File: src/hw/rtl/dta_pkg.sv
// Shared types, widths and codes for the differential thrust allocator.
// No dependencies; every other file imports this package.
package dta_pkg;

    localparam int FORCE_WIDTH = 20;
    localparam int LIM_W       = FORCE_WIDTH - 1;
    localparam int GAIN_W      = 16;
    localparam int CMD_W       = 16;
    localparam int QUO_W       = LIM_W;
    localparam int PROD_W      = FORCE_WIDTH + LIM_W;
    localparam int ADDR_W      = 5;
    localparam int DATA_W      = 32;

    // Mixing: base = surge << MIX_FRAC, result >> MIX_SH; commands >> CMD_SH.
    localparam int MIX_FRAC = 12;
    localparam int MIX_SH   = 13;
    localparam int CMD_SH   = 6;

    localparam int FRONT_STAGES = 3;
    localparam int MIX_STAGES   = 4;
    localparam int DTA_LATENCY  = FRONT_STAGES + QUO_W + MIX_STAGES;

    typedef enum logic [1:0] {
        MODE_PASS     = 2'd0,
        MODE_SCALED   = 2'd1,
        MODE_OVERRIDE = 2'd2
    } t_mode;

    typedef enum logic [2:0] {
        REG_HEADING = 3'd0,
        REG_FWD     = 3'd1,
        REG_REV     = 3'd2,
        REG_MOMENT  = 3'd3,
        REG_IHB     = 3'd4,
        REG_IFS     = 3'd5
    } t_reg_idx;

    typedef enum logic [1:0] {
        SCL_NONE   = 2'd0,
        SCL_MOMENT = 2'd1,
        SCL_SURGE  = 2'd2
    } t_scale;

    typedef struct packed {
        logic [LIM_W-1:0]  heading;
        logic [LIM_W-1:0]  fwd;
        logic [LIM_W-1:0]  rev;
        logic [LIM_W-1:0]  moment;
        logic [GAIN_W-1:0] ihb;
        logic [GAIN_W-1:0] ifs;
    } t_cfg;

    // Travels beside the divider: what to do with the quotient.
    typedef struct packed {
        t_mode                   mode;
        t_scale                  sel;
        logic                    neg;
        logic [FORCE_WIDTH-1:0]  s_val;
        logic [FORCE_WIDTH-1:0]  m_val;
    } t_side;

endpackage

File: src/hw/rtl/dta_div.sv
// Pipelined restoring divider, one quotient bit per stage (QUO_W stages).
// Depends on dta_pkg; quotient always fits QUO_W bits since num < den << QUO_W.
module dta_div import dta_pkg::*; (
    input  logic                   i_clk,
    input  logic                   i_rst_n,
    input  logic                   i_valid,
    output logic                   o_ready,
    input  logic [PROD_W-1:0]      i_num,
    input  logic [FORCE_WIDTH-1:0] i_den,
    input  t_side                  i_side,
    output logic                   o_valid,
    input  logic                   i_ready,
    output logic [QUO_W-1:0]       o_quo,
    output t_side                  o_side
);

    logic [QUO_W-1:0]       r_v;
    logic [FORCE_WIDTH-1:0] r_rem [QUO_W];
    logic [FORCE_WIDTH-1:0] r_den [QUO_W];
    logic [QUO_W-1:0]       r_low [QUO_W];
    logic [QUO_W-1:0]       r_quo [QUO_W];
    t_side                  r_side [QUO_W];
    logic [QUO_W:0]         w_en;

    assign w_en[QUO_W] = i_ready;

    for (genvar k = 0; k < QUO_W; k++) begin : g_stage
        logic                   w_pv;
        logic [FORCE_WIDTH-1:0] w_prem, w_pden;
        logic [QUO_W-1:0]       w_plow, w_pquo;
        t_side                  w_pside;
        logic [FORCE_WIDTH:0]   w_trial, w_diff;
        logic                   w_fit;
        logic [FORCE_WIDTH-1:0] n_rem;
        logic [QUO_W-1:0]       n_quo;

        assign w_en[k] = ~r_v[k] | w_en[k+1];

        if (k == 0) begin : g_head
            assign w_pv    = i_valid;
            assign w_prem  = i_num[PROD_W-1:QUO_W];
            assign w_plow  = i_num[QUO_W-1:0];
            assign w_pden  = i_den;
            assign w_pquo  = '0;
            assign w_pside = i_side;
        end else begin : g_body
            assign w_pv    = r_v[k-1];
            assign w_prem  = r_rem[k-1];
            assign w_plow  = r_low[k-1];
            assign w_pden  = r_den[k-1];
            assign w_pquo  = r_quo[k-1];
            assign w_pside = r_side[k-1];
        end

        assign w_trial = {w_prem, w_plow[QUO_W-1-k]};
        assign w_diff  = w_trial - {1'b0, w_pden};
        assign w_fit   = w_trial >= {1'b0, w_pden};
        assign n_rem   = w_fit ? w_diff[FORCE_WIDTH-1:0] : w_trial[FORCE_WIDTH-1:0];
        assign n_quo   = {w_pquo[QUO_W-2:0], w_fit};

        always_ff @(posedge i_clk) begin
            if (!i_rst_n) begin
                r_v[k] <= 1'b0;
            end else if (w_en[k]) begin
                r_v[k] <= w_pv;
            end
            if (w_en[k] && w_pv) begin
                r_rem[k]  <= n_rem;
                r_den[k]  <= w_pden;
                r_low[k]  <= w_plow;
                r_quo[k]  <= n_quo;
                r_side[k] <= w_pside;
            end
        end
    end

    assign o_ready = w_en[0];
    assign o_valid = r_v[QUO_W-1];
    assign o_quo   = r_quo[QUO_W-1];
    assign o_side  = r_side[QUO_W-1];

endmodule

File: config.mk
export PLATFORM = sky130hd
export DESIGN_NAME = dta_div
export DESIGN_NICKNAME = d
export VERILOG_FILES = /design/src/hw/rtl/dta_pkg.sv /design/src/hw/rtl/dta_div.sv
export SDC_FILE = /design/constraint.sdc
export NUM_CORES = 2
export LEC_CHECK = 0
export ABC_AREA = 1
export BUFFER_PORTS_ARGS = -buffer_cell sky130_fd_sc_hd__buf_2
export CORE_MARGIN = 2
export CORE_UTILIZATION = 51
export DETAILED_ROUTE_END_ITERATION = 6
export PLACE_DENSITY = 0.7
export SLEW_MARGIN = 25
export SYNTH_ARGS = -nofsm -noshare
export SYNTH_HDL_FRONTEND = slang
export SYNTH_SLANG_ARGS = --single-unit
File: constraint.sdc
create_clock -name i_clk -period 6.1 [get_ports i_clk]
set_input_delay 0 -clock i_clk [delete_from_list [all_inputs] [get_ports i_clk]]
set_output_delay 0 -clock i_clk [all_outputs]
set_load 0.05 [all_outputs]
==> impl_metrics.env <==
export IMPL_finalSetupViolCount=0
export IMPL_p_leak_nw=35.2
export IMPL_finalHoldViolCount=0
export IMPL_clock_path_buffers=3
export IMPL_endpoint_kind="register"
export IMPL_dieHeight_um=406
export IMPL_tns_ns=0
export IMPL_cts_resized=0
export IMPL_drv_slew=0
export IMPL_post_route_period_util_pct=51.0
export IMPL_clock_sinks=1955
export IMPL_syn_avg_cell_area_um2=13.4
export IMPL_drc=0
export IMPL_vdd_drop_max_v=0.000302
export IMPL_yosys_warnings=0
export IMPL_period_minus_slack_ns=3.11
export IMPL_ios=174
export IMPL_finalNonFillerCells=9030
export IMPL_gp_routability_congestion=0.902
export IMPL_power_density_nw_per_um2=294
export IMPL_required_ns=6.56
export IMPL_coreArea_um2=161000
export IMPL_rsz0062_at_grt="false"
export IMPL_clockRootBuffer="clkbuf_16"
export IMPL_drt_first_pass_iters=5
export IMPL_relSlewSlack_pct=33.5
export IMPL_cts_tree="yes"
export IMPL_clk_pin_slew_ns=0.06
export IMPL_start_util_pct=51.4
export IMPL_syn_to_final_growth_pct=14.6
export IMPL_drive_above_1_share_pct=8.46
export IMPL_nNetsFinal=7214
export IMPL_outcome="finished clean"
export IMPL_synthFlopType="edfxtp_1"
export IMPL_dpl_cell_count=8467
export IMPL_post_drt_wl_per_cell_um=20.0
export IMPL_synth_seq_cells=1955
export IMPL_arrival_ns=3.57
export IMPL_worst_slew_pin_slew_ns=0.973
export IMPL_grt_ovfl_total=0
export IMPL_die_area_um2=165000
export IMPL_fin_ws_ns=2.99
export IMPL_drt_iter0_drc=3499
export IMPL_std_cell_rows=147
export IMPL_viasPerCell=5.31
export IMPL_startpoint_type="register"
export IMPL_grt_pass1_wl_mm=277
export IMPL_place_ws_ns=3.01
export IMPL_routed_wl_mm=181
export IMPL_synthesis_nets=6669
export IMPL_power_mw=27.8
export IMPL_fin_skew_ns=0.0486
export IMPL_placed_area_um2=86000
export IMPL_cts_hold_buf=205
export IMPL_port_buffers=173
export IMPL_cts_buffers=192
export IMPL_antenna_left=0
export IMPL_cts_max_level=4
export IMPL_grt_usage_pct=22.1
export IMPL_drv_cap=0
export IMPL_netlist_area_um2=82500
export IMPL_seq_area_frac_synth_pct=70.9
export IMPL_synth_edf_count=1936
export IMPL_hold_path_class="in -> reg"
export IMPL_fmax_mhz=322
export IMPL_synthArstFlopShare_pct=0
export IMPL_vias=48000
export IMPL_die_x_um=406
export IMPL_grt_pass1_vias=48200
export IMPL_postCtsSetupRepairBufs=0
export IMPL_clk_latency_ns=0.82
export IMPL_critPathMaxFanout=61
export IMPL_antenna_found_initial=13
export IMPL_yosysUniqueCellTypes=49
export IMPL_syn_inst=6163
export IMPL_critPathKind="reg -> reg"
export IMPL_grt_max_degree=105
export IMPL_hpwlAfterDp_mm=130
export IMPL_final_area_um2=94600
registers in the layout, indices dropped and copies added, names as in the netlist:
register	count
o_valid	1
r_den	360
r_quo	190
r_rem	360
g_stage.w_pv	18
r_side	855
r_low	171
critical path: stages, from the launching register on:
cell and delay (ns):
dfxtp_1 0.40, nand4_2 0.17, nor2_4 0.19, nand4_4 0.12, nor2_4 0.17, nand4_4 0.12
nor2_4 0.17, nand4_4 0.12, nor2_4 0.22, nand4_2 0.15, nand2_1 0.15, inv_4 0.18
buf_4 0.44
report_power, final:
group / internal [mW] / switching, mW / total, mW
sequential: 14.8 / 0.0988 / 14.9
combinational: 0.420 / 0.620 / 1.04
clock: 6.81 / 5.05 / 11.9
kinds of logic after synthesis:
family,count (synthesis),share of synthesized area [%]
adder cells (fa/ha/maj),398,6.20
AO/OA/AOI/OAI,1129,7.64
AND/OR/NAND/NOR,1682,8.97
XOR/XNOR,251,2.66
flip-flops,1955,70.9
buffers and inverters,748,3.60
area by class of cell:
| cell class | instances | area [um^2] |
|---|---|---|
| repair buffers | 406 | 3180 |
| multi-input cells | 3460 | 21100 |
| inverters | 693 | 2630 |
| clock inverters | 128 | 1490 |
| well taps | 2160 | 2700 |
| diodes | 1 | 2.50 |
| flip-flops and latches | 1955 | 58500 |
| fillers | 12500 | 66000 |
| clock buffers | 227 | 4960 |
cells in the mapped netlist (30+ instances only):
cell type	instances	area (um^2)
nand4_1	82	513
nor2_1	200	751
a21o_1	35	263
nand3b_1	41	308
xor2_1	108	946
nor3_1	78	390
nand3_1	146	731
nor4_1	63	394
buf_4	34	255
o21bai_1	48	360
edfxtp_1	1936	58100
o211ai_1	30	225
o21ai_0	424	2120
a31oi_1	53	332
xnor2_1	143	1250
inv_1	674	2530
nand2_1	1016	3810
ha_1	380	4750
o21ai_1	55	275
a21oi_1	394	1970
metrics by stage:
stage,hold WS (ns),utilization [%]
floorplan,0.0989,-
global placement,0.177,53.6
detailed placement,0.178,53.6
CTS,0.000860,58.9
global route,0.0142,58.9
finish,0.0250,58.9
final timing paths:
check / startpoint / to / slack [ns] / cells past startpoint
setup reg to reg: o_valid / r_side[0][3] / 2.99 / 12
hold / removal: i_side[30] / r_side[0][30] / 0.02 / 2
hold reg to reg: r_quo[9][4] / r_quo[10][5] / 0.40 / 0
setup / recovery: o_valid / r_side[0][3] / 2.99 / 12
placed cells by master (no fill, tap or decap), types with 13 or more instances in the layout:
master,instances
nand3b_1,41
ha_1,380
a21o_1,35
nor4_1,63
o31ai_1,16
clkbuf_1,34
o21ai_1,55
xor2_1,108
a21boi_0,13
o21a_1,16
a21oi_1,393
dlygate4sd3_1,206
clkinv_1,40
nor3_1,78
nand4_1,82
o21ai_0,424
nand2_1,1016
bufinv_16,22
a221oi_1,16
nor2_1,192
xnor2_1,143
dfxtp_1,19
fa_1,18
inv_2,18
clkbuf_16,193
nand3_2,18
o211ai_1,30
o21bai_1,48
edfxtp_1,1936
buf_2,173
inv_1,664
nand3_1,146
buf_4,22
a31oi_1,53
clkinv_2,35
layer usage:
metal	global-route usage [%]	up-vias	wire [um]
li1	-	23400	-
met1	28.9	23000	77400
met2	37.7	1157	89200
met3	3.47	332	8200
met4	7.69	0	6260
met5	0	-	0
Note: power is estimated with default switching activity, not from simulation.
