**src/hw/rtl/dta_pkg.sv**
```systemverilog
// Shared types, widths and codes for the differential thrust allocator.
// No dependencies; every other file imports this package.
package dta_pkg;

    localparam int FORCE_WIDTH = 20;
    localparam int LIM_W       = FORCE_WIDTH - 1;
    localparam int GAIN_W      = 16;
    localparam int CMD_W       = 16;
    localparam int QUO_W       = LIM_W;
    localparam int PROD_W      = FORCE_WIDTH + LIM_W;
    localparam int ADDR_W      = 5;
    localparam int DATA_W      = 32;

    // Mixing: base = surge << MIX_FRAC, result >> MIX_SH; commands >> CMD_SH.
    localparam int MIX_FRAC = 12;
    localparam int MIX_SH   = 13;
    localparam int CMD_SH   = 6;

    localparam int FRONT_STAGES = 3;
    localparam int MIX_STAGES   = 4;
    localparam int DTA_LATENCY  = FRONT_STAGES + QUO_W + MIX_STAGES;

    typedef enum logic [1:0] {
        MODE_PASS     = 2'd0,
        MODE_SCALED   = 2'd1,
        MODE_OVERRIDE = 2'd2
    } t_mode;

    typedef enum logic [2:0] {
        REG_HEADING = 3'd0,
        REG_FWD     = 3'd1,
        REG_REV     = 3'd2,
        REG_MOMENT  = 3'd3,
        REG_IHB     = 3'd4,
        REG_IFS     = 3'd5
    } t_reg_idx;

    typedef enum logic [1:0] {
        SCL_NONE   = 2'd0,
        SCL_MOMENT = 2'd1,
        SCL_SURGE  = 2'd2
    } t_scale;

    typedef struct packed {
        logic [LIM_W-1:0]  heading;
        logic [LIM_W-1:0]  fwd;
        logic [LIM_W-1:0]  rev;
        logic [LIM_W-1:0]  moment;
        logic [GAIN_W-1:0] ihb;
        logic [GAIN_W-1:0] ifs;
    } t_cfg;

    // Travels beside the divider: what to do with the quotient.
    typedef struct packed {
        t_mode                   mode;
        t_scale                  sel;
        logic                    neg;
        logic [FORCE_WIDTH-1:0]  s_val;
        logic [FORCE_WIDTH-1:0]  m_val;
    } t_side;

endpackage

```
**src/hw/rtl/dta_mix.sv**
```systemverilog
// Mixer and normalizer: thrust products, rounding, saturation (4 stages).
// Depends on dta_pkg; the last stage is the output register.
module dta_mix import dta_pkg::*; (
    input  logic                          i_clk,
    input  logic                          i_rst_n,
    input  t_cfg                          i_cfg,
    input  logic                          i_valid,
    output logic                          o_ready,
    input  logic [QUO_W-1:0]              i_quo,
    input  t_side                         i_side,
    output logic                          o_valid,
    input  logic                          i_ready,
    output logic signed [FORCE_WIDTH-1:0] o_t1,
    output logic signed [FORCE_WIDTH-1:0] o_t2,
    output logic signed [CMD_W-1:0]       o_c1,
    output logic signed [CMD_W-1:0]       o_c2,
    output t_mode                         o_mode,
    output logic                          o_clip
);

    localparam int BASE_W  = FORCE_WIDTH + MIX_FRAC;
    localparam int TURN_W  = FORCE_WIDTH + GAIN_W + 1;
    localparam int MIX_W   = TURN_W + 1;
    localparam int RS_W    = MIX_W - MIX_SH;
    localparam int CP_W    = FORCE_WIDTH + GAIN_W + 1;
    localparam int CR_W    = CP_W - CMD_SH;
    localparam int MIX_RND = 1 << (MIX_SH - 1);
    localparam int CMD_RND = 1 << (CMD_SH - 1);

    function automatic logic [FORCE_WIDTH:0] sat_force(input logic [RS_W-1:0] v);
        logic hi_ok;
        hi_ok = (&v[RS_W-1:FORCE_WIDTH-1]) | ~(|v[RS_W-1:FORCE_WIDTH-1]);
        if (hi_ok) begin
            sat_force = {1'b0, v[FORCE_WIDTH-1:0]};
        end else if (v[RS_W-1]) begin
            sat_force = {1'b1, 1'b1, {(FORCE_WIDTH-1){1'b0}}};
        end else begin
            sat_force = {1'b1, 1'b0, {(FORCE_WIDTH-1){1'b1}}};
        end
    endfunction

    function automatic logic [CMD_W:0] sat_cmd(input logic [CR_W-1:0] v);
        logic hi_ok;
        hi_ok = (&v[CR_W-1:CMD_W-1]) | ~(|v[CR_W-1:CMD_W-1]);
        if (hi_ok) begin
            sat_cmd = {1'b0, v[CMD_W-1:0]};
        end else if (v[CR_W-1]) begin
            sat_cmd = {1'b1, 1'b1, {(CMD_W-1){1'b0}}};
        end else begin
            sat_cmd = {1'b1, 1'b0, {(CMD_W-1){1'b1}}};
        end
    endfunction

    // stage E
    logic                     r_e_v;
    logic signed [BASE_W-1:0] r_e_base;
    logic signed [TURN_W-1:0] r_e_turn;
    t_mode                    r_e_mode;
    // stage F
    logic                          r_f_v;
    logic signed [FORCE_WIDTH-1:0] r_f_t1, r_f_t2;
    t_mode                         r_f_mode;
    logic                          r_f_clip;
    // stage G
    logic                          r_g_v;
    logic signed [FORCE_WIDTH-1:0] r_g_t1, r_g_t2;
    logic signed [CP_W-1:0]        r_g_p1, r_g_p2;
    t_mode                         r_g_mode;
    logic                          r_g_clip;
    // stage H (output register)
    logic                          r_h_v;
    logic signed [FORCE_WIDTH-1:0] r_h_t1, r_h_t2;
    logic signed [CMD_W-1:0]       r_h_c1, r_h_c2;
    t_mode                         r_h_mode;
    logic                          r_h_clip;

    logic                          w_en_e, w_en_f, w_en_g, w_en_h;
    logic signed [FORCE_WIDTH-1:0] w_qx, w_s, w_m;
    logic signed [MIX_W-1:0]       w_d1, w_d2;
    logic [FORCE_WIDTH:0]          w_st1, w_st2;
    logic signed [CP_W-1:0]        w_r1, w_r2;
    logic [CMD_W:0]                w_sc1, w_sc2;

    assign w_en_h  = ~r_h_v | i_ready;
    assign w_en_g  = ~r_g_v | w_en_h;
    assign w_en_f  = ~r_f_v | w_en_g;
    assign w_en_e  = ~r_e_v | w_en_f;
    assign o_ready = w_en_e;

    // Apply the quotient to whichever value was scaled.
    assign w_qx = {1'b0, i_quo};
    assign w_s  = (i_side.sel == SCL_SURGE) ? (i_side.neg ? -w_qx : w_qx)
                                            : $signed(i_side.s_val);
    assign w_m  = (i_side.sel == SCL_MOMENT) ? (i_side.neg ? -w_qx : w_qx)
                                             : $signed(i_side.m_val);

    always_ff @(posedge i_clk) begin
        if (!i_rst_n) begin
            r_e_v <= 1'b0;
        end else if (w_en_e) begin
            r_e_v <= i_valid;
        end
        if (w_en_e && i_valid) begin
            r_e_base <= {w_s, {MIX_FRAC{1'b0}}};
            r_e_turn <= w_m * $signed({1'b0, i_cfg.ihb});
            r_e_mode <= i_side.mode;
        end
    end

    assign w_d1  = MIX_W'(r_e_base) - MIX_W'(r_e_turn) + MIX_W'(MIX_RND);
    assign w_d2  = MIX_W'(r_e_base) + MIX_W'(r_e_turn) + MIX_W'(MIX_RND);
    assign w_st1 = sat_force(w_d1[MIX_W-1:MIX_SH]);
    assign w_st2 = sat_force(w_d2[MIX_W-1:MIX_SH]);

    always_ff @(posedge i_clk) begin
        if (!i_rst_n) begin
            r_f_v <= 1'b0;
        end else if (w_en_f) begin
            r_f_v <= r_e_v;
        end
        if (w_en_f && r_e_v) begin
            r_f_t1   <= w_st1[FORCE_WIDTH-1:0];
            r_f_t2   <= w_st2[FORCE_WIDTH-1:0];
            r_f_clip <= w_st1[FORCE_WIDTH] | w_st2[FORCE_WIDTH];
            r_f_mode <= r_e_mode;
        end
    end

    always_ff @(posedge i_clk) begin
        if (!i_rst_n) begin
            r_g_v <= 1'b0;
        end else if (w_en_g) begin
            r_g_v <= r_f_v;
        end
        if (w_en_g && r_f_v) begin
            r_g_t1   <= r_f_t1;
            r_g_t2   <= r_f_t2;
            r_g_p1   <= r_f_t1 * $signed({1'b0, i_cfg.ifs});
            r_g_p2   <= r_f_t2 * $signed({1'b0, i_cfg.ifs});
            r_g_clip <= r_f_clip;
            r_g_mode <= r_f_mode;
        end
    end

    assign w_r1  = r_g_p1 + CP_W'(CMD_RND);
    assign w_r2  = r_g_p2 + CP_W'(CMD_RND);
    assign w_sc1 = sat_cmd(w_r1[CP_W-1:CMD_SH]);
    assign w_sc2 = sat_cmd(w_r2[CP_W-1:CMD_SH]);

    always_ff @(posedge i_clk) begin
        if (!i_rst_n) begin
            r_h_v <= 1'b0;
        end else if (w_en_h) begin
            r_h_v <= r_g_v;
        end
        if (w_en_h && r_g_v) begin
            r_h_t1   <= r_g_t1;
            r_h_t2   <= r_g_t2;
            r_h_c1   <= w_sc1[CMD_W-1:0];
            r_h_c2   <= w_sc2[CMD_W-1:0];
            r_h_clip <= r_g_clip | w_sc1[CMD_W] | w_sc2[CMD_W];
            r_h_mode <= r_g_mode;
        end
    end

    assign o_valid = r_h_v;
    assign o_t1    = r_h_t1;
    assign o_t2    = r_h_t2;
    assign o_c1    = r_h_c1;
    assign o_c2    = r_h_c2;
    assign o_mode  = r_h_mode;
    assign o_clip  = r_h_clip;

endmodule

```
**config.mk**
```make
export PLATFORM = sky130hd
export DESIGN_NAME = dta_mix
export DESIGN_NICKNAME = d
export VERILOG_FILES = /design/src/hw/rtl/dta_pkg.sv /design/src/hw/rtl/dta_mix.sv
export SDC_FILE = /design/constraint.sdc
export NUM_CORES = 2
export LEC_CHECK = 0
export CAP_MARGIN = 20
export CORE_MARGIN = 2
export CORE_UTILIZATION = 50
export CTS_CLUSTER_DIAMETER = 60
export DETAILED_ROUTE_END_ITERATION = 16
export DONT_BUFFER_PORTS = 1
export GPL_TIMING_DRIVEN = 0
export PLACE_DENSITY = 0.67
export SETUP_SLACK_MARGIN = 0.4
export SLEW_MARGIN = 25
export SYNTH_ARGS = -nofsm -noshare
export SYNTH_HDL_FRONTEND = slang
export SYNTH_SLANG_ARGS = --single-unit
```
**constraint.sdc**
```tcl
create_clock -name i_clk -period 12.4 [get_ports i_clk]
set_input_delay 2.48 -clock i_clk [delete_from_list [all_inputs] [get_ports i_clk]]
set_output_delay 2.48 -clock i_clk [all_outputs]
set_load 0.01 [all_outputs]
```
==> results.cfg <==
[route]
dr.pass1.iters = 6
vias = 34800
ant_nets = 0
wl_per_cell_um = 18.7
drt_wl_total_um = 122000
drc = 0
dr.first_iter.drc_count = 2163
viasPerCell = 5.31

[clock_network]
cts_max_path_buffers = 3
htreeDepth = 2
cts_tree = done
cts_sinks = 288
numCtsBuffers = 34
cts_root_buf = clkbuf_16
path_clk_slew_ns = 0.06
holdBufCountCts = 0
insertion_delay_ns = 0.57

[setup_path]
slowest_delay_ns = 0.84
criticalPathCategory = input pin to register
crit_path_top_delay_cell = o21ai_0
arrival_ns = 11.78
cp.required_ns = 12.70
endpoint_kind = register
crit_path_start_kind = input pin
path_max_fanout = 10
cpMostUsedCell = fa_1

[placement]
placed_area_mm2 = 0.0520
io_buffers = 0
gp_congestion = 0.942
hpwl_um = 104000

[die]
die-height_um = 320
pin_count = 253
die_w_um = 320
core.rowCount = 116
dieArea_mm2 = 0.103
start_util_pct = 50.2
core_area_mm2 = 0.0997

[finish]
area_growth_pct = 6.24
final_nets = 6738
drive_gt1_share_pct = 2.04
final_core_util_pct = 53.4
design_area_mm2 = 0.0532

[synthesis]
synth_nets = 6691
yosysSeqAreaShare_pct = 17.2
syn_area_per_cell_um2 = 9.67
synth-seq-cells = 288
ys_async_sr_fraction_pct = 0
synth-edff-count = 284
synth_flop_cell = edfxtp_1
yosys_warnings = 0
syn_inst = 5177
synth_cell_types = 83
synth_area_mm2 = 0.0501

[sta]
layout_min_cycle_time_ns = 11.49
skew_ns = 0.0159
slew_headroom_pct = 25.6
rsz0062_at_grt = no
worstMarginPinSlew_ns = 1.12
slew_violations = 0
fin_tns_setup_ns = 0
maxClockFrequency_mhz = 87.1
final_hold_viol_count = 0
finalCritPeriodShare_pct = 92.6
setup_viol = 0

[flow_run]
drv_cap = 0

[global_route]
grt_max_degree = 28
antenna_found_initial = 9
grt_usage_pct = 24.8
grt_pass1_vias = 36900
grt_overflow = 0
grt_pass1_wl_um = 198000

[status]
outcome = finished clean

[hold_path]
holdCritPathClass = register to register
-- cells in the final DEF (no fill, tap or decap), drive strengths merged, types with 27 or more instances in the layout --
| master | count |
|---|---|
| a21o | 49 |
| clkbuf | 223 |
| nor2 | 109 |
| o21ai | 114 |
| fa | 962 |
| and2 | 413 |
| nand3 | 50 |
| ha | 376 |
| nand2 | 661 |
| edfxtp | 284 |
| inv | 1233 |
| nor2b | 30 |
| xnor2 | 127 |
| nand2b | 27 |
| a21oi | 134 |
| nor3 | 32 |
| xor2 | 74 |
-- Yosys cell counts, types with 8 or more instances --
library cell / instances / share of area (%)
a211o_1: 8 / 0.14
inv_1: 1226 / 9.2
mux2i_1: 18 / 0.36
clkbuf_1: 183 / 1.4
nor2b_1: 30 / 0.37
nand4_1: 19 / 0.24
nand3_1: 48 / 0.48
xor2_1: 73 / 1.3
a211oi_1: 16 / 0.24
ha_1: 376 / 9.4
o22a_1: 19 / 0.33
or3_1: 13 / 0.16
edfxtp_1: 284 / 17
o21bai_1: 18 / 0.27
xnor2_1: 127 / 2.2
o21a_1: 25 / 0.37
o2111ai_1: 8 / 0.14
nor4_1: 11 / 0.14
and2_1: 412 / 5.1
nand2_1: 661 / 5.0
nand2b_1: 27 / 0.34
nor2_1: 109 / 0.82
a21oi_1: 134 / 1.3
a21o_1: 49 / 0.73
o31ai_1: 16 / 0.24
nor3_1: 30 / 0.30
and4_1: 9 / 0.16
o21ai_0: 113 / 1.1
and3_1: 19 / 0.24
a31oi_1: 15 / 0.19
fa_1: 962 / 38
-- path summary, 6_finish.rpt --
| kind | startpoint | endpoint | slack (ns) | cells after the start |
|---|---|---|---|---|
| worst max-delay path | i_quo[2] | r_e_turn[35]$_DFFE_PP_ | 0.91 | 29 |
| worst min-delay path | r_g_t2[6]$_DFFE_PP_ | o_t2[6]$_DFFE_PP_ | 0.42 | 0 |
| worst max register to register | r_f_t1[13]$_DFFE_PP_ | r_g_p1[34]$_DFFE_PP_ | 4.27 | 25 |
| worst min register to register | r_g_t2[6]$_DFFE_PP_ | o_t2[6]$_DFFE_PP_ | 0.42 | 0 |
-- metrics by stage --
stage,std cells,setup slack [ns],hold WS (ns)
6_report,6553,0.913,0.417
5_1_grt,6549,0.420,0.422
4_1_cts,6548,0.869,0.417
3_5_place_dp,6486,0.266,0.405
3_3_place_gp,6475,0.378,0.402
2_1_floorplan,5177,1.92,0.400
-- cell families (layout without fill, tap and decap cells) --
kind of cell | count (synthesis) | count (layout) | share of synthesized area (%)
flops | 288 | 288 | 17.2
xor+xnor | 201 | 201 | 3.53
compound gates | 486 | 486 | 6.28
buf+inv | 1414 | 1487 | 10.6
fa+ha+maj | 1338 | 1338 | 47.8
simple gates | 1430 | 1430 | 14.1
other cells | 0 | 5 | 0
mux | 20 | 20 | 0.405
-- state kept, by name (all words and copies together), names as in the netlist, 2 cells and up --
name	flops
o_mode	2
r_e_mode	2
r_g_p2	32
o_c1	16
r_e_turn	37
r_e_base	20
r_f_t2	20
r_g_mode	2
o_t1	20
o_t2	20
o_c2	16
r_f_t1	20
r_g_t1	20
r_f_mode	2
r_g_t2	20
r_g_p1	32
-- final cells by class --
cell class	instances	area, um2
fillers	9040	46500
multi-input cells	3475	36200
inverters	1226	4600
clock inverters	22	236
flip-flops and latches	288	8610
diodes	5	12.5
plain buffers	188	717
well taps	1298	1620
repair buffers	11	265
clock buffers	40	947
-- layer usage --
| metal | share of wire [%] | GRT usage [%] | vias up |
|---|---|---|---|
| met3 | 7.0 | 3.75 | 227 |
| met5 | 0.029 | 0 | - |
| li1 | - | - | 15900 |
| met2 | 49 | 42.4 | 1061 |
| met1 | 41 | 32.1 | 17600 |
| met4 | 3.7 | 8.46 | 6 |
-- worst max-delay path, delay by kind of cell --
family,cells,cell delay (ns)
AO/OA/AOI/OAI,9,3.33
adder cells (fa/ha/maj),7,3.06
AND/OR/NAND/NOR,6,1.76
buffers and inverters,6,1.03
XOR/XNOR,1,0.11
-- what timing repair did --
item	4_1_cts	5_1_grt
setup buffers	0	0
hold endpoints to repair	0	0
setup endpoints to repair	0	2
gates resized for setup	0	2
Power is not shown: default switching activity piles up to over one toggle a cycle in this logic, so the estimate is an artifact.
