**src/hw/rtl/dta_pkg.sv**
```systemverilog
// Shared types, widths and codes for the differential thrust allocator.
// No dependencies; every other file imports this package.
package dta_pkg;

    localparam int FORCE_WIDTH = 20;
    localparam int LIM_W       = FORCE_WIDTH - 1;
    localparam int GAIN_W      = 16;
    localparam int CMD_W       = 16;
    localparam int QUO_W       = LIM_W;
    localparam int PROD_W      = FORCE_WIDTH + LIM_W;
    localparam int ADDR_W      = 5;
    localparam int DATA_W      = 32;

    // Mixing: base = surge << MIX_FRAC, result >> MIX_SH; commands >> CMD_SH.
    localparam int MIX_FRAC = 12;
    localparam int MIX_SH   = 13;
    localparam int CMD_SH   = 6;

    localparam int FRONT_STAGES = 3;
    localparam int MIX_STAGES   = 4;
    localparam int DTA_LATENCY  = FRONT_STAGES + QUO_W + MIX_STAGES;

    typedef enum logic [1:0] {
        MODE_PASS     = 2'd0,
        MODE_SCALED   = 2'd1,
        MODE_OVERRIDE = 2'd2
    } t_mode;

    typedef enum logic [2:0] {
        REG_HEADING = 3'd0,
        REG_FWD     = 3'd1,
        REG_REV     = 3'd2,
        REG_MOMENT  = 3'd3,
        REG_IHB     = 3'd4,
        REG_IFS     = 3'd5
    } t_reg_idx;

    typedef enum logic [1:0] {
        SCL_NONE   = 2'd0,
        SCL_MOMENT = 2'd1,
        SCL_SURGE  = 2'd2
    } t_scale;

    typedef struct packed {
        logic [LIM_W-1:0]  heading;
        logic [LIM_W-1:0]  fwd;
        logic [LIM_W-1:0]  rev;
        logic [LIM_W-1:0]  moment;
        logic [GAIN_W-1:0] ihb;
        logic [GAIN_W-1:0] ifs;
    } t_cfg;

    // Travels beside the divider: what to do with the quotient.
    typedef struct packed {
        t_mode                   mode;
        t_scale                  sel;
        logic                    neg;
        logic [FORCE_WIDTH-1:0]  s_val;
        logic [FORCE_WIDTH-1:0]  m_val;
    } t_side;

endpackage

```
**src/hw/rtl/dta_front.sv**
```systemverilog
// Front end: limit tests, cross products and dominance selection (3 stages).
// Depends on dta_pkg; feeds dta_div.
module dta_front import dta_pkg::*; (
    input  logic                   i_clk,
    input  logic                   i_rst_n,
    input  t_cfg                   i_cfg,
    input  logic                   i_valid,
    output logic                   o_ready,
    input  logic [FORCE_WIDTH-1:0] i_surge,
    input  logic [FORCE_WIDTH-1:0] i_yaw,
    output logic                   o_valid,
    input  logic                   i_ready,
    output logic [PROD_W-1:0]      o_num,
    output logic [FORCE_WIDTH-1:0] o_den,
    output t_side                  o_side
);

    // stage A
    logic                   r_a_v;
    logic [FORCE_WIDTH-1:0] r_a_s, r_a_m, r_a_smag, r_a_mmag;
    logic [LIM_W-1:0]       r_a_flim;
    logic                   r_a_ovr, r_a_sover, r_a_mover;
    // stage B
    logic                   r_b_v;
    logic [FORCE_WIDTH-1:0] r_b_s, r_b_m, r_b_smag, r_b_mmag;
    logic [LIM_W-1:0]       r_b_flim;
    logic                   r_b_ovr, r_b_sover, r_b_mover;
    logic [PROD_W-1:0]      r_b_pa, r_b_pb;
    // stage C
    logic                   r_c_v;
    logic [PROD_W-1:0]      r_c_num;
    logic [FORCE_WIDTH-1:0] r_c_den;
    t_side                  r_c_side;

    logic                   w_en_a, w_en_b, w_en_c;
    logic [FORCE_WIDTH-1:0] w_smag, w_mmag;
    logic [LIM_W-1:0]       w_flim;

    logic [PROD_W-1:0]      n_num;
    logic [FORCE_WIDTH-1:0] n_den;
    t_side                  n_side;
    logic [FORCE_WIDTH-1:0] w_s_cl, w_m_cl;
    logic                   w_sneg, w_mneg;

    assign w_en_c  = ~r_c_v | i_ready;
    assign w_en_b  = ~r_b_v | w_en_c;
    assign w_en_a  = ~r_a_v | w_en_b;
    assign o_ready = w_en_a;

    assign w_smag = i_surge[FORCE_WIDTH-1] ? (~i_surge + 1'b1) : i_surge;
    assign w_mmag = i_yaw[FORCE_WIDTH-1]   ? (~i_yaw + 1'b1)   : i_yaw;
    assign w_flim = i_surge[FORCE_WIDTH-1] ? i_cfg.rev : i_cfg.fwd;

    always_ff @(posedge i_clk) begin
        if (!i_rst_n) begin
            r_a_v <= 1'b0;
        end else if (w_en_a) begin
            r_a_v <= i_valid;
        end
        if (w_en_a && i_valid) begin
            r_a_s     <= i_surge;
            r_a_m     <= i_yaw;
            r_a_smag  <= w_smag;
            r_a_mmag  <= w_mmag;
            r_a_flim  <= w_flim;
            r_a_ovr   <= w_mmag > {1'b0, i_cfg.heading};
            r_a_sover <= w_smag > {1'b0, w_flim};
            r_a_mover <= w_mmag > {1'b0, i_cfg.moment};
        end
    end

    always_ff @(posedge i_clk) begin
        if (!i_rst_n) begin
            r_b_v <= 1'b0;
        end else if (w_en_b) begin
            r_b_v <= r_a_v;
        end
        if (w_en_b && r_a_v) begin
            r_b_s     <= r_a_s;
            r_b_m     <= r_a_m;
            r_b_smag  <= r_a_smag;
            r_b_mmag  <= r_a_mmag;
            r_b_flim  <= r_a_flim;
            r_b_ovr   <= r_a_ovr;
            r_b_sover <= r_a_sover;
            r_b_mover <= r_a_mover;
            r_b_pa    <= r_a_smag * i_cfg.moment;
            r_b_pb    <= r_a_mmag * r_a_flim;
        end
    end

    // Pick the dominant value: cross products compare overshoot ratios.
    always_comb begin
        w_sneg = r_b_s[FORCE_WIDTH-1];
        w_mneg = r_b_m[FORCE_WIDTH-1];
        w_s_cl = w_sneg ? (~{1'b0, r_b_flim} + 1'b1) : {1'b0, r_b_flim};
        w_m_cl = w_mneg ? (~{1'b0, i_cfg.moment} + 1'b1) : {1'b0, i_cfg.moment};
        n_num        = '0;
        n_den        = FORCE_WIDTH'(1);
        n_side.mode  = MODE_PASS;
        n_side.sel   = SCL_NONE;
        n_side.neg   = 1'b0;
        n_side.s_val = r_b_s;
        n_side.m_val = r_b_m;
        if (r_b_ovr) begin
            n_side.mode  = MODE_OVERRIDE;
            n_side.s_val = '0;
        end else if (r_b_sover || r_b_mover) begin
            n_side.mode = MODE_SCALED;
            if (r_b_sover && r_b_mover && (r_b_pa == r_b_pb)) begin
                n_side.s_val = w_s_cl;
                n_side.m_val = w_m_cl;
            end else if (r_b_sover && (!r_b_mover || (r_b_pa > r_b_pb))) begin
                n_side.s_val = w_s_cl;
                n_side.sel   = SCL_MOMENT;
                n_side.neg   = w_mneg;
                n_num        = r_b_pb;
                n_den        = r_b_smag;
            end else begin
                n_side.m_val = w_m_cl;
                n_side.sel   = SCL_SURGE;
                n_side.neg   = w_sneg;
                n_num        = r_b_pa;
                n_den        = r_b_mmag;
            end
        end
    end

    always_ff @(posedge i_clk) begin
        if (!i_rst_n) begin
            r_c_v <= 1'b0;
        end else if (w_en_c) begin
            r_c_v <= r_b_v;
        end
        if (w_en_c && r_b_v) begin
            r_c_num  <= n_num;
            r_c_den  <= n_den;
            r_c_side <= n_side;
        end
    end

    assign o_valid = r_c_v;
    assign o_num   = r_c_num;
    assign o_den   = r_c_den;
    assign o_side  = r_c_side;

endmodule

```
**config.mk**
```make
export PLATFORM = sky130hd
export DESIGN_NAME = dta_front
export DESIGN_NICKNAME = d
export VERILOG_FILES = /design/src/hw/rtl/dta_pkg.sv /design/src/hw/rtl/dta_front.sv
export SDC_FILE = /design/constraint.sdc
export NUM_CORES = 2
export LEC_CHECK = 0
export CORE_MARGIN = 2
export CORE_UTILIZATION = 60
export CTS_BUF_LIST = sky130_fd_sc_hd__clkbuf_2
export DETAILED_ROUTE_END_ITERATION = 16
export DONT_BUFFER_PORTS = 1
export MAX_ROUTING_LAYER = met4
export PLACE_DENSITY_LB_ADDON = 0.08
export SLEW_MARGIN = 40
export SYNTH_ARGS = -nofsm -noshare
export SYNTH_HDL_FRONTEND = slang
export SYNTH_SLANG_ARGS = --single-unit
```
**constraint.sdc**
```tcl
create_clock -name i_clk -period 25.3 [get_ports i_clk]
set_clock_uncertainty 0.15 [all_clocks]
set_input_delay 5.06 -clock i_clk [delete_from_list [all_inputs] [get_ports i_clk]]
set_output_delay 5.06 -clock i_clk [all_outputs]
set_load 0.02 [all_outputs]
```
==> impl.org <==
** Yosys
- Predominant post-synthesis flop cell :: sky130_fd_sc_hd__edfxtp_1
- Post-Syn Area :: about 42000 sq um
- Sorting the synthesized cells by area gives the leading types as sky130_fd_sc_hd__fa_1, sky130_fd_sc_hd__edfxtp_1, sky130_fd_sc_hd__ha_1, sky130_fd_sc_hd__inv_1, sky130_fd_sc_hd__and2_1.
- Yosys warning total :: 0
- sky130_fd_sc_hd__fa_1 takes more of the synthesized area than any other cell.
- Synthesis instantiated 66 different standard cells from the library.
- When the netlist entered floorplanning its net count stood at 5094.
- Area share of the largest cell type after synthesis :: ~30%
- Flops & latches, synth :: 385
- The share of the Yosys chip area taken by registers is about 28%.
- Synthesis produced a netlist whose cell count is roughly 4000.
- Average cell area after synthesis :: 10.46 sq um
- Async SR Flop Fraction :: 0%
- Counting flops with a built-in enable in the synthesized netlist gives about 380.

** Layout
- Fraction of layout cells with a size suffix above 1 :: 6.201%
- Non-filler instance count after layout :: about 5000
- For this run, the post-layout net count is around 5000.
- Synthesis-to-layout area growth :: 4.990%

** Timing
- The routed design could run at a clock period as short as between 10 and 15 ns.
- Setup violations remaining at the end of the flow were counted as 0.
- Remaining max-slew budget at the tightest pin :: between 40% and 50%
- Worst Slack Setup Final :: approximately 14 ns
- The number of endpoints with negative hold slack in the final report was 0.
- For the pin with the worst max-slew slack, the measured transition is 0.8775 ns.
- The number of slew-limit violations in the final report is 0.
- Summed over all failing endpoints, the final setup total negative slack is 0 ns.
- Fraction of the cycle the final worst path needs :: 44.22%
- Setup repair after global routing missed its margin :: false
- Static timing analysis puts the maximum clock frequency at 0.08938 GHz.

** Worst setup path
- Cell with the biggest individual delay on the critical path :: sky130_fd_sc_hd__nor2b_1
- The critical path in this run is classified as in2out.
- At the worst endpoint, the required time is about 20 ns.
- STA puts the critical path data arrival time at between 5 and 6 ns.
- Kind of capture point of the worst setup path :: primary output
- The worst setup path is launched from an input pin.
- Maximum net fanout on the critical path :: 6
- On the critical path the largest part of the delay comes from simple AND/OR/NAND/NOR gates.
- Total buffers and inverters traversed by the critical path :: 0
- The largest single stage delay on the critical path is roughly 0.55 ns.
- The critical path goes through nor2b_1 > nand3_1.

** Clocking
- TritonCTS built the clock tree.
- Number of CTS-inserted buffers :: 96
- Number of sinks handled by clock tree synthesis :: around 390
- The H-tree was split into 3 levels.
- After clock tree synthesis, the clock-pin slew on the worst setup and hold paths is roughly 0.11 ns.
- Post_cts resized :: 0
- Setup repair bufs after CTS :: 0
- For this design, the CTS-stage hold fixing added 0 buffers.
- Insertion delay of the later-clocked pin in the worst-skew pair :: between 1 and 1.5 ns
- Number of buffers on the longest clock path :: 3
- Clk root buf :: sky130_fd_sc_hd__clkbuf_2

** Drt
- Average via count per standard cell :: about 5.6
- Final antenna-violating net count :: 0
- Wire segments on met3 add up to 8007 um in the final route.
- First-iteration detailed-routing DRC count :: approximately 1800
- Detailed-route wire length per cell :: between 20 and 25 um
- For this run, design rule violations remaining after detail routing come to 0.
- The detailed router placed 27820 vias in this run.
- The routed design uses about 47000 um of met2 wire.
- For this block, the routed nets add up to about 100000 um of wire.
- In this run the top signal layer used is met4.
- The first TritonRoute pass finished after 8 iterations.
- Routed met1 length :: roughly 44000 um

** Floorplan
- The floorplan step defined a die boundary enclosing 71580 sq um.
- Measured along the x axis, the die boundary spans 267.5 um.
- Initial Utilization :: slightly above 60%
- Row cnt :: between 90 and 100
- Placeable core area :: between 60000 and 70000 sq um
- Height of the chip :: ~270 um
- Number of placed I/O pins :: about 260

** GRT
- The via count of the first global-routing pass was just under 30000.
- The number of antenna violations at the first check in global routing came to 6.
- Entering global routing, the biggest net connects about 110 pins.
- Global routing used about 30% of the available tracks.
- The first global-routing pass estimated 160900 um of wire.
- For this run the aggregate overflow at the end of global routing stands at 0.

** Min path
- Worst min path class :: reg2reg

** Placed design
- At the end of routability-driven placement, the weighted congestion stood at between 0.8 and 0.9.
- Post-placement worst setup slack :: 13.92 ns
- The wire-length estimate of the detail-placed layout is ~78000 um.
- In this run, placement finished with an instance count of 4819.
- Port buffering added 0 buffers.

** Flow run
- The tool flagged a number of max-cap violations equal to 0.

** Run status
- The run finished with clean final reports.
## state kept, by name (all words and copies together) (netlist names), 20 cells and up
register and count:
r_b_m 20, o_side 45, r_b_pa 39, o_num 39
r_a_s 20, r_a_m 20, r_b_pb 39, r_b_s 20
o_den 20
## routing by layer
layer,up-vias,global-route usage (%)
met2,936,47.50
met3,146,6.087
met5,-,-
met1,14120,41.12
li1,12620,-
met4,0,8.923
## final timing paths
check | startpoint | end | slack (ns) | cells past startpoint
worst max-delay path | i_ready | o_ready | 14.11 | 2
worst min-delay path | r_a_m[1] | r_b_m[1] | 0.19 | 0
worst max register to register | r_a_flim[8] | r_b_pb[38] | 18.14 | 21
worst min register to register | r_a_m[1] | r_b_m[1] | 0.19 | 0
## Yosys cell counts, drive strengths merged (7+ instances only)
cell	instances
a21boi	7
mux2	7
nor4	15
nor2b	19
a211oi	27
nand3	30
or3	11
buf	18
a21o	56
fa	610
clkbuf	144
nor3	10
a31oi	8
a22o	59
o21ai	63
edfxtp	382
o31ai	22
a21oi	104
ha	348
o21a	12
and3	10
and2	420
nor2	68
nand4	26
o41ai	7
o21bai	12
nand2b	19
inv	840
xor2	38
nand2	421
mux2i	22
xnor2	98
## cells by family after synthesis
group | share of synthesized area (%)
and+or+nand+nor | 13.01
xor gates and xnor gates | 2.858
AOI/OAI and AO/OA | 6.924
buffers and inverters | 9.070
DFF | 27.67
muxes | 0.7176
adders and majority gates | 39.75
## cells in the final DEF (no fill, tap or decap), types with 7 or more instances in the layout
cell type / count
sky130_fd_sc_hd__o41ai_1: 7
sky130_fd_sc_hd__clkinv_2: 7
sky130_fd_sc_hd__a21oi_2: 7
sky130_fd_sc_hd__nor3_1: 10
sky130_fd_sc_hd__clkbuf_2: 124
sky130_fd_sc_hd__nor2_1: 67
sky130_fd_sc_hd__a211oi_1: 27
sky130_fd_sc_hd__o21bai_1: 12
sky130_fd_sc_hd__clkinv_1: 19
sky130_fd_sc_hd__ha_1: 348
sky130_fd_sc_hd__fa_1: 610
sky130_fd_sc_hd__mux2_2: 7
sky130_fd_sc_hd__a22o_1: 59
sky130_fd_sc_hd__nand4_1: 26
sky130_fd_sc_hd__buf_6: 18
sky130_fd_sc_hd__mux2i_1: 22
sky130_fd_sc_hd__edfxtp_1: 382
sky130_fd_sc_hd__or3_1: 11
sky130_fd_sc_hd__buf_4: 45
sky130_fd_sc_hd__a21oi_1: 96
sky130_fd_sc_hd__and3_1: 10
sky130_fd_sc_hd__nand2_1: 421
sky130_fd_sc_hd__nand2b_1: 19
sky130_fd_sc_hd__nor2b_1: 18
sky130_fd_sc_hd__xnor2_1: 98
sky130_fd_sc_hd__nand3_1: 30
sky130_fd_sc_hd__o21ai_0: 59
sky130_fd_sc_hd__xor2_1: 38
sky130_fd_sc_hd__inv_1: 839
sky130_fd_sc_hd__and2_1: 420
sky130_fd_sc_hd__o21a_1: 12
sky130_fd_sc_hd__o31ai_1: 20
sky130_fd_sc_hd__a21o_1: 56
sky130_fd_sc_hd__nor4_1: 13
## area by class of cell
class                   instances  area [sq um]
well taps                     931          1165
diodes                          4         10.01
inverters                     840          3153
clock buffers                 124         620.6
repair buffers                 69         646.9
flip-flops and latches        385         11530
clock inverters                33         209.0
fillers                      5730         24950
multi-input cells            2597         26420
## through the flow
stage	cell area, sq um	hold slack, ns	utilization (%)
2_1_floorplan	41670	0.2503	-
6_report	43750	0.1923	63.68
5_1_grt	43750	0.1701	63.68
4_1_cts	43700	0.1540	63.61
3_5_place_dp	42870	0.2545	62.40
3_3_place_gp	42620	0.2503	62.04
Power is left out: the tool's default activity adds up to more than one toggle a clock period on the data nets, which glitch-free logic cannot reach.
